--- src/hdl/sfa_divider.sv ---
// ----------------------------------------------------------------------------
// sfa_divider
// Restoring divider producing one quotient bit per cycle.
// ----------------------------------------------------------------------------
module sfa_divider #(
    parameter int N_W = 45,
    parameter int D_W = 14
) (
    input  logic           clk,
    input  logic           rst_n,
    input  logic           start,
    input  logic [N_W-1:0] dividend,
    input  logic [D_W-1:0] divisor,
    output logic           done,
    output logic [N_W-1:0] quotient
);
    localparam int CNT_W = $clog2(N_W + 1);

    logic [N_W-1:0]   quo_reg;
    logic [D_W-1:0]   rem_reg;
    logic [D_W-1:0]   div_reg;
    logic [CNT_W-1:0] cnt_reg;
    logic             busy_reg;
    logic             done_reg;
    logic [D_W:0]     trial;
    logic [D_W:0]     diff;

    assign trial = {rem_reg, quo_reg[N_W-1]};
    assign diff  = trial - {1'b0, div_reg};

    always_ff @(posedge clk or negedge rst_n)
    begin
        if (!rst_n)
        begin
            quo_reg  <= '0;
            rem_reg  <= '0;
            div_reg  <= '0;
            cnt_reg  <= '0;
            busy_reg <= 1'b0;
            done_reg <= 1'b0;
        end
        else
        begin
            done_reg <= 1'b0;
            if (start)
            begin
                quo_reg  <= dividend;
                rem_reg  <= '0;
                div_reg  <= divisor;
                cnt_reg  <= '0;
                busy_reg <= 1'b1;
            end
            else if (busy_reg)
            begin
                if (!diff[D_W])
                begin
                    rem_reg <= diff[D_W-1:0];
                    quo_reg <= {quo_reg[N_W-2:0], 1'b1};
                end
                else
                begin
                    rem_reg <= trial[D_W-1:0];
                    quo_reg <= {quo_reg[N_W-2:0], 1'b0};
                end
                cnt_reg <= cnt_reg + 1'b1;
                if (cnt_reg == CNT_W'(N_W - 1))
                begin
                    busy_reg <= 1'b0;
                    done_reg <= 1'b1;
                end
            end
        end
    end

    assign done     = done_reg;
    assign quotient = quo_reg;

endmodule

--- config.mk ---
export PLATFORM = sky130hd
export DESIGN_NAME = sfa_divider
export DESIGN_NICKNAME = d
export VERILOG_FILES = /design/src/hdl/sfa_divider.sv
export SDC_FILE = /design/constraint.sdc
export NUM_CORES = 1
export LEC_CHECK = 0
export ABC_AREA = 1
export BUFFER_PORTS_ARGS = -buffer_cell sky130_fd_sc_hd__buf_4
export CORE_MARGIN = 5
export CORE_UTILIZATION = 56
export CTS_BUF_LIST = sky130_fd_sc_hd__clkbuf_8
export DETAILED_ROUTE_END_ITERATION = 8
export PLACE_DENSITY_LB_ADDON = 0.08
export SYNTH_ARGS = -nofsm -noshare
export SYNTH_HDL_FRONTEND = slang
export SYNTH_SLANG_ARGS = --single-unit
--- constraint.sdc ---
create_clock -name clk -period 2.3 [get_ports clk]
set_clock_uncertainty 0.2 [all_clocks]
set_input_delay 0.345 -clock clk [delete_from_list [all_inputs] [get_ports clk]]
set_output_delay 0.345 -clock clk [all_outputs]
set_load 0.05 [all_outputs]
======== Word-level counts from Yosys, hierarchy flattened ========
Index checks and enable logic that the tools add are counted.
storage, ports and cells
  register bits after elaboration ......... 81
  logic and storage cells ................. 24
  input bits .............................. 62
  output and inout port bits .............. 46
cells by class
  mux-type cells .......................... 14
  add/subtract/negate cells ............... 2
  reduce and logical (&&, ||, !) cells .... 1
  eq/ne operators ......................... 1
operators by type and width
  kind                 count
  $mux 45              2
  $mux 14              3
  $sub 15x14->15       1
  $mux 6               2
  $mux 1               7
  $add 6x1->6 const B  1
  $eq 6x6->1 const B   1
  $reduce_bool 2->1    1

======== Longest topological paths before layout ========
  depth after elaboration ................. 4
  depth in mapped cells ................... 14
  depth with buffers taken out ............ 14

======== Worst setup path before layout ========
Ideal clock, no wire load.
  kind .................................... reg-to-reg
  start point ............................. register quo_reg[44] (netlist: quotient[44])
  end point ............................... register rem_reg[11]
  setup time .............................. 0.116 ns
  data arrival time ....................... 2.059 ns
  clock period less this slack ............ 2.375 ns
  data required time ...................... 1.984 ns
  setup slack ............................. -0.075 ns
  path buffers ............................ 0
  stages on the path, launching flop included .. 13
  path through ............................ dfrtp_1 inv_1 ha_1 inv_1 fa_1 nand2_1 nand3_4 nand2_4 nand3_4 nand2_8 nand2_1 nand2_1 nand2_1
between the ends
  cells in the longest elaborated chain, start to end .. 4
RTL lines
  what                      RTL line  source
  start: declaration        19        logic [N_W-1:0] quo_reg;
  start signal: assignment  47        quo_reg <= dividend;
  start signal: assignment  58        quo_reg <= {quo_reg[N_W-2:0], 1'b1};
  start signal: assignment  63        quo_reg <= {quo_reg[N_W-2:0], 1'b0};
  $sub 15x14->15            29        assign diff = trial - {1'b0, div_reg};
  $mux 14                   55        if (!diff[D_W])
  $mux 14                   53        else if (busy_reg)
  $mux 14                   45        if (start)
  end signal: assignment    57        rem_reg <= diff[D_W-1:0];
  end signal: assignment    62        rem_reg <= trial[D_W-1:0];
  end: declaration          20        logic [D_W-1:0] rem_reg;
No other way between the ends. The select of a mux whose other input is x is not followed.
A chain may end at the register's enable or synchronous reset.

======== Worst setup path after layout ========
  start point ............................. register quo_reg[44] (netlist: quotient[44])
  end point ............................... register rem_reg[7]
The elaborated chain is that of the path after synthesis.

==> run summary <==
At the later pin of the worst-skew pair, clock insertion delay measures 0.36 ns. Clock-pin slew was measured on the worst setup and hold paths at 0.09 ns. Derived from the worst setup path, the maximum achievable clock frequency is 449 MHz. The cell chosen for the clock root was clkbuf_8. After the first detailed-routing iteration, the DRC count stood at 170. Flip-flop count of the largest register after layout: 45. The floorplan step set the die height to 100 µm.

Worst-margin pin slew: 0.550 ns. The logs give 0 for the number of endpoints failing setup at the final stage and 26.2% for the global-route total usage across every layer. The tools report the total overflow reported by the global router as 0. The worst setup path startpoint was quotient[44]$_DFFE_PN0P_. The share of Yosys cell area claimed by the top area cell type was 44.3%; the maximum vdd drop was 477 µV. The library cell with the largest summed area after synthesis was dfrtp_1. The worst pin sits at a relative slew slack of 63.3%. The logs give 8850 µm for the half-perimeter wire length after detailed placement and 0.0101 mm² for the die outline area. The via count of the first global-routing pass is 4563, and the antenna diode count is 0. Counting every sink on the clock net gives 81. The min-delay analysis places its worst path in the category in2reg.

Summing all multi-input logic gate instances after layout gives 0.00217 mm². The startpoint class of the critical path was a flop. The average via count per standard cell was 5.26; the cell area after synthesis was 0.00458 mm². Critical path class: reg2reg. STA classifies the critical path endpoint as a flop.

The starting density of the core came out at 56.6%. At the worst endpoint, the required time is 2.34 ns. The worst flop-to-flop path startpoint is quotient[44]$_DFFE_PN0P_. For the met2 layer wire length in the routed design, the log shows 6330 µm. Static leakage: 3.26 nW.

In the final layout, flip-flops and latches occupy 0.00203 mm². Compared with the post-synthesis result, the final layout area differs by 34.8%. The placed instances occupy a cell area of 0.00552 mm². Dividing the detail-routed wire length by the instance count gives 14.9 µm. The H-tree was split into 3 levels. Ranked by total cell area, the synthesized netlist is headed by dfrtp_1, nand2_1, inv_1, nand3_1, o221ai_1. The data arrival time of the critical path came out at 2.27 ns. After detailed routing, the number of remaining DRC violations is 0. A synthesized cell averages 7.84 µm². After routing the design area is 0.00617 mm². After detailed routing, the total wire length is 12500 µm. Before antenna repair, the detailed router went through 4 iterations. For this design the ratio of total power to cell area is 956 mW/mm². The tool flagged a number of max-cap violations equal to 0. For this design the top-level I/O count stands at 108. Leaving out fill and tap cells, the most frequent cells in the layout are nand2_1, buf_4, inv_1, dfrtp_1, nand3_1. The congestion estimate from routability-driven global placement came to 0.911. After synthesis the netlist holds a flip-flop and latch count of 81.

Most common library cell in the layout ignoring fill and taps: nand2_1. The logs give 0.00809 mm² for the area of the core and 21300 µm for the wire length of the first global-routing pass. The run gives 0 as the final number of max-transition violations.

TritonCTS built the clock tree. The fraction of layout instances using a drive strength above 1 came out at 24.5%. Number of failing hold endpoints at the final stage: 0.

The tools report the number of distinct library cells after synthesis as 31. The maximum fanout along the worst path was 5. The detail route stage leaves a number of antenna-violating nets equal to 0. Routed signal wires occupy layers up through met4.

For this block, wires on met1 add up to 4990 µm. The net total in the final layout was 804; the initial antenna violation count was 0. The final critical path takes up 96.9% of the cycle.

The worst hold path begins at divisor[7]. The logs give 9 for the CTS buffer count and 835 for the count of non-filler cells in the finished layout. Once placement completed, the tool counted placed cells totaling 786.

In this run the tool buffered the top-level ports with 107 buffer cells. The flow ran to the end, and the final reports show no timing, DRC or antenna violations. The clock passes through at most 2 buffers. Synthesis produced a netlist whose cell count is 584.

In this run the horizontal extent of the chip is 100 µm. Counting every net in the synthesized netlist gives 663. Across all layers, the routed design uses 4395 vias. Row generation in the floorplan step produced 33 rows. The filler cells instantiated in the layout total 580. Wire segments on met3 add up to 875 µm in the final route.

Sequential cells were found to cover 44.3% of the synthesized design area. The post-route minimum period works out to 2.23 ns. Entering global routing, the biggest net connects 55 pins. During synthesis, Yosys emitted a total of 0 warnings.
-- synthesized netlist by cell type, drive strengths merged --
| master | n |
|---|---|
| inv | 106 |
| dfrtp | 81 |
| a21oi | 8 |
| buf | 3 |
| clkinv | 1 |
| nor3 | 4 |
| and2 | 2 |
| xor2 | 2 |
| o211ai | 11 |
| fa | 1 |
| ha | 16 |
| o221ai | 24 |
| nand4 | 5 |
| nor2 | 17 |
| nand2 | 208 |
| a22oi | 6 |
| clkbuf | 16 |
| a31oi | 1 |
| nand3 | 46 |
| o21ai | 21 |
| xnor2 | 5 |
-- per-stage QoR --
| step | setup WS (ns) | hold slack, ns | util (%) | TNS (ns) | power (W) |
|---|---|---|---|---|---|
| after floorplan | 0.0152 | -0.151 | - | 0 | 0.00364 |
| after global placement | 0.0983 | 0.177 | 68.2 | 0 | 0.00425 |
| after detailed placement | -0.00978 | 0.172 | 68.2 | -0.0178 | 0.00430 |
| after CTS | 0.0452 | 0.000987 | 74.6 | 0 | 0.00566 |
| after global routing | -0.0193 | 0.00239 | 76.3 | -0.0341 | 0.00631 |
| final | 0.0706 | 0.00644 | 76.3 | 0 | 0.00590 |
-- per-layer routing --
metal,vias up,GRT usage [%]
li1,2148,-
met1,2102,33.2
met2,122,43.6
met3,23,7.71
met4,0,7.88
met5,-,0
-- worst paths after layout --
kind                                            endpoint  slack [ns]  cells past startpoint
max in group asynchronous         div_reg[6]$_DFFE_PN0P_        0.95                      3
worst max register to register    rem_reg[7]$_DFFE_PN0P_        0.07                     12
worst min register to register    cnt_reg[5]$_DFFE_PN0P_        0.27                      1
worst min-delay path              div_reg[7]$_DFFE_PN0P_       0.006                      3
min in group asynchronous       quotient[31]$_DFFE_PN0P_        0.32                      2
worst max-delay path              rem_reg[7]$_DFFE_PN0P_        0.07                     12
-- cells by family after synthesis --
family,synth area share (%)
DFF,44.3
xor gates and xnor gates,1.34
and+or+nand+nor,28.2
adders and majority gates,4.81
buffers and inverters,10.5
AOI/OAI and AO/OA,10.9
-- where the power goes --
group	leakage [nW]	internal (W)	switching [W]	total, W
clock	0.122	0.000734	0.000557	0.00129
sequential	1.00	0.00162	0.000195	0.00181
combinational	2.13	0.00105	0.00174	0.00279
total	3.26	0.00340	0.00249	0.00590
-- what timing repair did --
item	CTS	global route
setup endpoints to repair	14	14
resized for setup	1	13
setup buffers	0	3
endpoints found under the hold margin	68	0
gates cloned	0	3
pin swaps	0	8
hold buffers	27	0
-- area by class of cell --
type,instances,share of cell area [%]
Clock buffer,9,2.01
Clock inverter,7,2.05
Inverter,107,6.51
Multi-Input combinational cell,380,35.2
Sequential cell,81,32.9
Tap cell,105,2.13
Timing Repair Buffer,146,19.3
-- worst max-delay path: stages (launching register included) --
cell and delay, ns:
dfrtp_2 0.42, inv_2 0.07, ha_2 0.18, inv_2 0.06, fa_2 0.40, nand2_2 0.10, nand3_4 0.10, nand2_8 0.12
nand3_4 0.14, nand2_4 0.15, nand2_2 0.05, nand3_1 0.08, nand2_1 0.05
(Power assumes the default switching activity.)
