$ cat src/hdl/sfa_pkg.sv
// ----------------------------------------------------------------------------
// sfa_pkg
// Shared widths, register indexes, the CORDIC angle table and the lane type
// that travels along the row of rotation cells.
// ----------------------------------------------------------------------------
package sfa_pkg;

    localparam int DEF_MAX_PARTICLES = 8192;
    localparam int DEF_POSITION_BITS = 24;
    localparam int DEF_CORDIC_STAGES = 18;

    localparam int POS_W       = 24;
    localparam int HARM_W      = 8;
    localparam int IN_TDATA_W  = 72;
    localparam int SF_W        = 30;
    localparam int PCOUNT_W    = 14;
    localparam int OUT_TDATA_W = 48;
    localparam int CFG_IDX_W   = 2;
    localparam int TURN_W      = 32;

    localparam logic [CFG_IDX_W-1:0] REG_HARMONIC_X = 2'd0;
    localparam logic [CFG_IDX_W-1:0] REG_HARMONIC_Y = 2'd1;
    localparam logic [CFG_IDX_W-1:0] REG_HARMONIC_Z = 2'd2;

    localparam logic [HARM_W-1:0] HARMONIC_RESET = 8'd1;

    localparam logic [1:0] QUAD_I   = 2'd0;
    localparam logic [1:0] QUAD_II  = 2'd1;
    localparam logic [1:0] QUAD_III = 2'd2;
    localparam logic [1:0] QUAD_IV  = 2'd3;

    localparam int CX_W       = 34;
    localparam int CZ_W       = 33;
    localparam int UNIT_W     = 18;
    localparam int UNIT_SHIFT = 14;
    localparam int FRAC_BITS  = 16;
    localparam int ANGLE_TABLE_LEN = 24;

    localparam logic signed [CX_W-1:0] CORDIC_X0 = 34'sd652032874;

    localparam logic [31:0] ATAN_TURNS [ANGLE_TABLE_LEN] = '{
        32'd536870912, 32'd316933406, 32'd167458907, 32'd85004756,
        32'd42667331,  32'd21354465,  32'd10679838,  32'd5340245,
        32'd2670163,   32'd1335087,   32'd667544,    32'd333772,
        32'd166886,    32'd83443,     32'd41722,     32'd20861,
        32'd10430,     32'd5215,      32'd2608,      32'd1304,
        32'd652,       32'd326,       32'd163,       32'd81
    };

    typedef struct packed {
        logic                   valid;
        logic                   last;
        logic [1:0]             quad;
        logic signed [CX_W-1:0] x;
        logic signed [CX_W-1:0] y;
        logic signed [CZ_W-1:0] z;
    } cordic_lane_t;

endpackage

$ cat src/hdl/sfa_cordic_cell.sv
// ----------------------------------------------------------------------------
// sfa_cordic_cell
// One rotation-mode CORDIC stage; registers its lane for the next cell.
// ----------------------------------------------------------------------------
module sfa_cordic_cell #(
    parameter int STAGE = 0
) (
    input  logic                 clk,
    input  logic                 rst_n,
    input  sfa_pkg::cordic_lane_t lane_in,
    output sfa_pkg::cordic_lane_t lane_out
);
    import sfa_pkg::*;

    localparam logic signed [CZ_W-1:0] ANGLE = CZ_W'(ATAN_TURNS[STAGE]);

    cordic_lane_t lane_reg;
    cordic_lane_t lane_next;

    always_comb
    begin
        lane_next = lane_in;
        if (!lane_in.z[CZ_W-1])
        begin
            lane_next.x = lane_in.x - (lane_in.y >>> STAGE);
            lane_next.y = lane_in.y + (lane_in.x >>> STAGE);
            lane_next.z = lane_in.z - ANGLE;
        end
        else
        begin
            lane_next.x = lane_in.x + (lane_in.y >>> STAGE);
            lane_next.y = lane_in.y - (lane_in.x >>> STAGE);
            lane_next.z = lane_in.z + ANGLE;
        end
    end

    always_ff @(posedge clk or negedge rst_n)
    begin
        if (!rst_n)
        begin
            lane_reg <= '0;
        end
        else
        begin
            lane_reg <= lane_next;
        end
    end

    assign lane_out = lane_reg;

endmodule

$ cat config.mk
export PLATFORM = sky130hd
export DESIGN_NAME = sfa_cordic_cell
export DESIGN_NICKNAME = d
export VERILOG_FILES = /design/src/hdl/sfa_pkg.sv /design/src/hdl/sfa_cordic_cell.sv
export SDC_FILE = /design/constraint.sdc
export NUM_CORES = 1
export LEC_CHECK = 0
export BUFFER_PORTS_ARGS = -buffer_cell sky130_fd_sc_hd__buf_2
export CAP_MARGIN = 20
export CORE_ASPECT_RATIO = 1.2
export CORE_MARGIN = 4
export CORE_UTILIZATION = 40
export CTS_CLUSTER_DIAMETER = 100
export DETAILED_ROUTE_END_ITERATION = 8
export PLACE_DENSITY_LB_ADDON = 0.2
export SYNTH_ARGS = -nofsm -noshare
export SYNTH_HDL_FRONTEND = slang
export SYNTH_SLANG_ARGS = --single-unit
$ cat constraint.sdc
create_clock -name clk -period 1.45 [get_ports clk]
set_clock_uncertainty 0.15 [all_clocks]
set_input_delay 0.145 -clock clk [delete_from_list [all_inputs] [get_ports clk]]
set_output_delay 0.145 -clock clk [all_outputs]
set_load 0.01 [all_outputs]
[After elaboration in Yosys (flattened, before gate mapping)]
Cells that the tools add are included.
Storage, ports and cells
  bits in writable memories: 0
  ROM bits: 0
  memories kept: 0
  latch bits: 0
  word-level logic and storage cells: 12
  flip-flop bits (word level): 105
  input bits: 107
  output and inout bits: 105
Operators by class
  bitwise logic cells: 0
  $mul: 0
  reduce and logical (&&, ||, !) cells: 0
  eq/ne operators: 0
  $lt $le $gt $ge: 0
  divide/modulo/power cells: 0
  shifts and indexed selects: 0
  multiplexer cells: 1
  add/sub/neg operators: 5
Operators by type and width (count)
  $mux 101: 1
  $sub 34x34->34: 2
  $add 34x34->34: 1
  $add 33x31->33 const B: 1
  $sub 33x31->33 const B: 1

[Logic depth before layout (Yosys ltp)]
  word-level depth: 2
  mapped depth: 13
  depth with buffers taken out: 12

[Worst setup path after synthesis]
No wires, ideal clock.
  path kind: input to register
  start point: input port lane_in[38] (netlist name)
  end point: register lane_reg, in the netlist lane_out[60]
  arrival: 2.475 ns
  data required time: 1.235 ns
  cell stages on the path: 12
  slack: -1.240 ns
  library setup time: 0.065 ns
  buffers on the path: 1
  cell sequence: inv_1 > ha_1 > buf_6 > or2_0 > or4_1 > a21oi_2 > o2111a_1 > or3_4 > a21oi_2 > o41a_1 > a211oi_1 > a211o_1
RTL lines
  start, declared: RTL line sfa_cordic_cell.sv:10  | input sfa_pkg::cordic_lane_t lane_in,
  end signal, assigned: RTL line sfa_cordic_cell.sv:45  | lane_reg <= lane_next;
  end, declared: RTL line sfa_cordic_cell.sv:17  | cordic_lane_t lane_reg;

==> flow_metrics.py <==
metrics = {
    "critical_path": {
        "arrival_ps": 2630,
        "path_max_fanout": 2,
        "path_class": "input port to register",
        "slowest_stage": "fa_2",
        "crit_path_start_kind": "input port",
        "path_buf_inv": 3,
        "max_stage_delay_ps": 380,
        "cp_top_family": "compound AO/OA/AOI/OAI gates",
        "crit_path_end_kind": "register",
        "crit_chain": "buf_12 > buf_8 > ha_4 > fa_2 > nand2b_4 > buf_6 > nand2b_4 > a21o_1 > o311ai_2 > a311o_1 > o31ai_1 > a211oi_1 > a21oi_2 > xor2_1",
        "crit_required_ps": 1590,
        "cpMostUsedCell": "nand2b_4",
    },
    "synthesis": {
        "synth_nets": 1234,
        "synthAdderAreaFrac_pct": 15.7,
        "syn_area_mm2": 0.00855,
        "syn_inst": 1022,
        "synth_edf_count": 0,
        "synth_seq_area_share_pct": 30.4,
        "avgSynthCellArea_um2": 8.37,
        "synthFlopType": "dfrtp_1",
        "ys_types": 67,
        "synth_compound_area_share_pct": 25.6,
        "synth-seq-cells": 104,
        "yosys_warnings": 0,
        "synth_top_family_by_area": "compound AO/OA/AOI/OAI gates",
        "synth_mux_area_share_pct": 1.40,
        "synthXorXnorAreaFrac_pct": 6.66,
        "yosys.area_share.simple_pct": 12.9,
        "async_flop_share_pct": 100,
    },
    "die": {
        "core_mm2": 0.0210,
        "num_rows": 58,
        "die_h_um": 168,
        "ios": 212,
        "start_util_pct": 40.8,
        "die_x_um": 141,
        "die-area_mm2": 0.0238,
    },
    "layout": {
        "final_cell_mix": "buf_4, buf_2, dfrtp_1",
        "drive_above_1_share_pct": 55.7,
        "area_growth_syn_to_layout_pct": 86.2,
        "largest_register_ffs": 104,
        "final_cell_count_no_fill": 1913,
        "nFillCells": 1472,
        "nets": 1849,
        "layout_commonest_cell": "buf_4",
    },
    "drt": {
        "drt.antenna.violating_nets": 0,
        "num_vias": 10400,
        "dr.pass1.iters": 5,
        "wl_mm": 37.7,
        "drc": 0,
        "drtIter0Drc": 640,
        "viasPerCell": 5.43,
        "wl_per_cell_um": 19.7,
    },
    "cts": {
        "clk_path_buf_depth": 2,
        "cts.sinks": 104,
        "h-tree-depth": 3,
        "clk_pin_slew_ps": 90,
        "cts_buffers": 9,
        "cts_root_buf": "clkbuf_16",
        "cts_tree": "built",
    },
    "timing": {
        "max_freq_mhz": 402,
        "setup_violations": 60,
        "post-route-period-util_pct": 172,
        "hold_slack_ps": 36.3,
        "relSlewSlack_pct": 61.0,
        "min_period_ps": 2490,
        "rsz0062_at_grt": "true",
        "hold_viol_final": 0,
        "max_slew.worst_pin.slew_ps": 570,
        "fin_ws_ps": -1040,
        "slew_violations": 0,
    },
    "run_status": {
        "violations": "negative setup slack",
        "status": "finished with violations",
    },
    "global_route": {
        "grt_remaining_overflow": 0,
        "grtUsageTotal_pct": 29.8,
        "use_met1_pct": 36.4,
        "met3_usage_pct": 3.84,
        "grt_first_pass_wirelength_mm": 56.5,
        "busiest_layer": "met2",
        "grtUsageMet2_pct": 54.0,
        "antenna_found_initial": 1,
        "grt_max_degree": 63,
        "grt_pass1_vias": 10500,
    },
    "job": {
        "maxCapViolCount": 0,
    },
    "placed_design": {
        "placed_cells": 1794,
        "gp_congestion": 1.01,
        "place_ws_ps": -1590,
        "dp_hpwl_mm": 26.8,
        "port_buffers": 211,
    },
    "worst_hold_path": {
        "hold_class": "input port to register",
        "holdPathStages": 3,
        "holdPathEnd": "lane_out[66]",
        "hp-start": "lane_in[100]",
    },
    "power_and_ir_drop": {
        "p_leak_nw": 7.48,
        "ir_drop_mv": 0.619,
        "p_per_area_mw_per_mm2": 813,
    },
}
==> per-layer routing <==
| metal | vias to the layer above | wire length (µm) |
|---|---|---|
| met1 | 5053 | 14900 |
| li1 | 4811 | - |
| met3 | 108 | 2100 |
| met4 | 0 | 1630 |
| met5 | - | 0 |
| met2 | 408 | 19100 |
==> logic make-up (layout without fill, tap and decap cells) <==
family                   after synthesis  in the layout
AO/OA/AOI/OAI                        349            349
XOR/XNOR                              65             65
adder cells (fa/ha/maj)              105            105
buffers and inverters                159            779
flip-flops                           104            104
multiplexers                          12             12
other                                  0              1
AND/OR/NAND/NOR                      228            228
==> Yosys cell counts, drive strengths merged (5+ instances only) <==
| master | instances | area share [%] |
|---|---|---|
| nor4 | 8 | 0.59 |
| dfrtp | 104 | 30 |
| nor2b | 6 | 0.44 |
| or3 | 5 | 0.42 |
| o31ai | 16 | 1.4 |
| nand2 | 47 | 2.1 |
| o211ai | 9 | 0.79 |
| a31oi | 8 | 0.59 |
| nor3 | 22 | 1.3 |
| nand3 | 12 | 0.70 |
| a21o | 18 | 1.6 |
| o21a | 10 | 0.88 |
| ha | 101 | 15 |
| a211oi | 22 | 1.9 |
| clkbuf | 23 | 1.0 |
| xor2 | 11 | 1.1 |
| nor2 | 75 | 3.3 |
| a21oi | 127 | 7.5 |
| nand4 | 15 | 1.1 |
| inv | 109 | 4.8 |
| mux2i | 12 | 1.4 |
| o21bai | 22 | 1.9 |
| nand2b | 13 | 0.95 |
| o21ai | 73 | 4.3 |
| xnor2 | 54 | 5.5 |
| buf | 24 | 1.4 |
| or2 | 9 | 0.66 |
==> report_power, final <==
part / leakage (nW) / switching, mW / total, mW / internal, mW
combinational: 6.11 / 3.43 / 6.66 / 3.23
clock: 0.157 / 1.47 / 2.76 / 1.28
sequential: 1.21 / 0.145 / 3.52 / 3.38
total: 7.48 / 5.05 / 12.9 / 7.89
==> through the flow <==
stage	TNS (ps)	cell area, µm²	total power, mW	utilization, %
2_1_floorplan	-37030	9260	6.17	-
3_3_place_gp	-68410	12900	8.69	61.5
3_5_place_dp	-69710	12900	8.71	61.5
4_1_cts	-42510	15200	12.4	72.7
5_1_grt	-47490	15900	13.6	75.9
6_report	-44040	15900	12.9	75.9
==> what timing repair did <==
| item | CTS | global route |
|---|---|---|
| endpoints found under the hold margin | 142 | 0 |
| pin swaps | 148 | 98 |
| setup buffers | 71 | 25 |
| gates resized for setup | 267 | 142 |
| endpoints found under the setup margin | 58 | 62 |
| hold buffers | 41 | 0 |
==> worst max path at each step <==
| stage | startpoint | end | cells after the start |
|---|---|---|---|
| after floorplan | lane_in[38] | lane_out[60] | 12 |
| after global placement | lane_in[67] | lane_out[99] | 13 |
| after detailed placement | lane_in[67] | lane_out[65] | 13 |
| after CTS | lane_in[38] | lane_out[94] | 13 |
| after global routing | lane_in[39] | lane_out[59] | 13 |
| final | lane_in[67] | lane_out[65] | 14 |
==> tightest hold or removal path: stages <==
cell and delay [ps]:
buf_2 90, xor2_1 140, xnor2_1 150
==> final cells by class <==
cell class	instances	area, µm²	area share (%)
inverter	112	482	3.03
antenna	1	2.50	0.0157
timing repair buffer	651	4990	31.4
clock buffer	9	225	1.41
tap	270	338	2.12
multi-input combinational	759	7170	45.1
sequential	104	2600	16.3
clock inverter	7	101	0.637
Power figures use the tool's default switching activity.
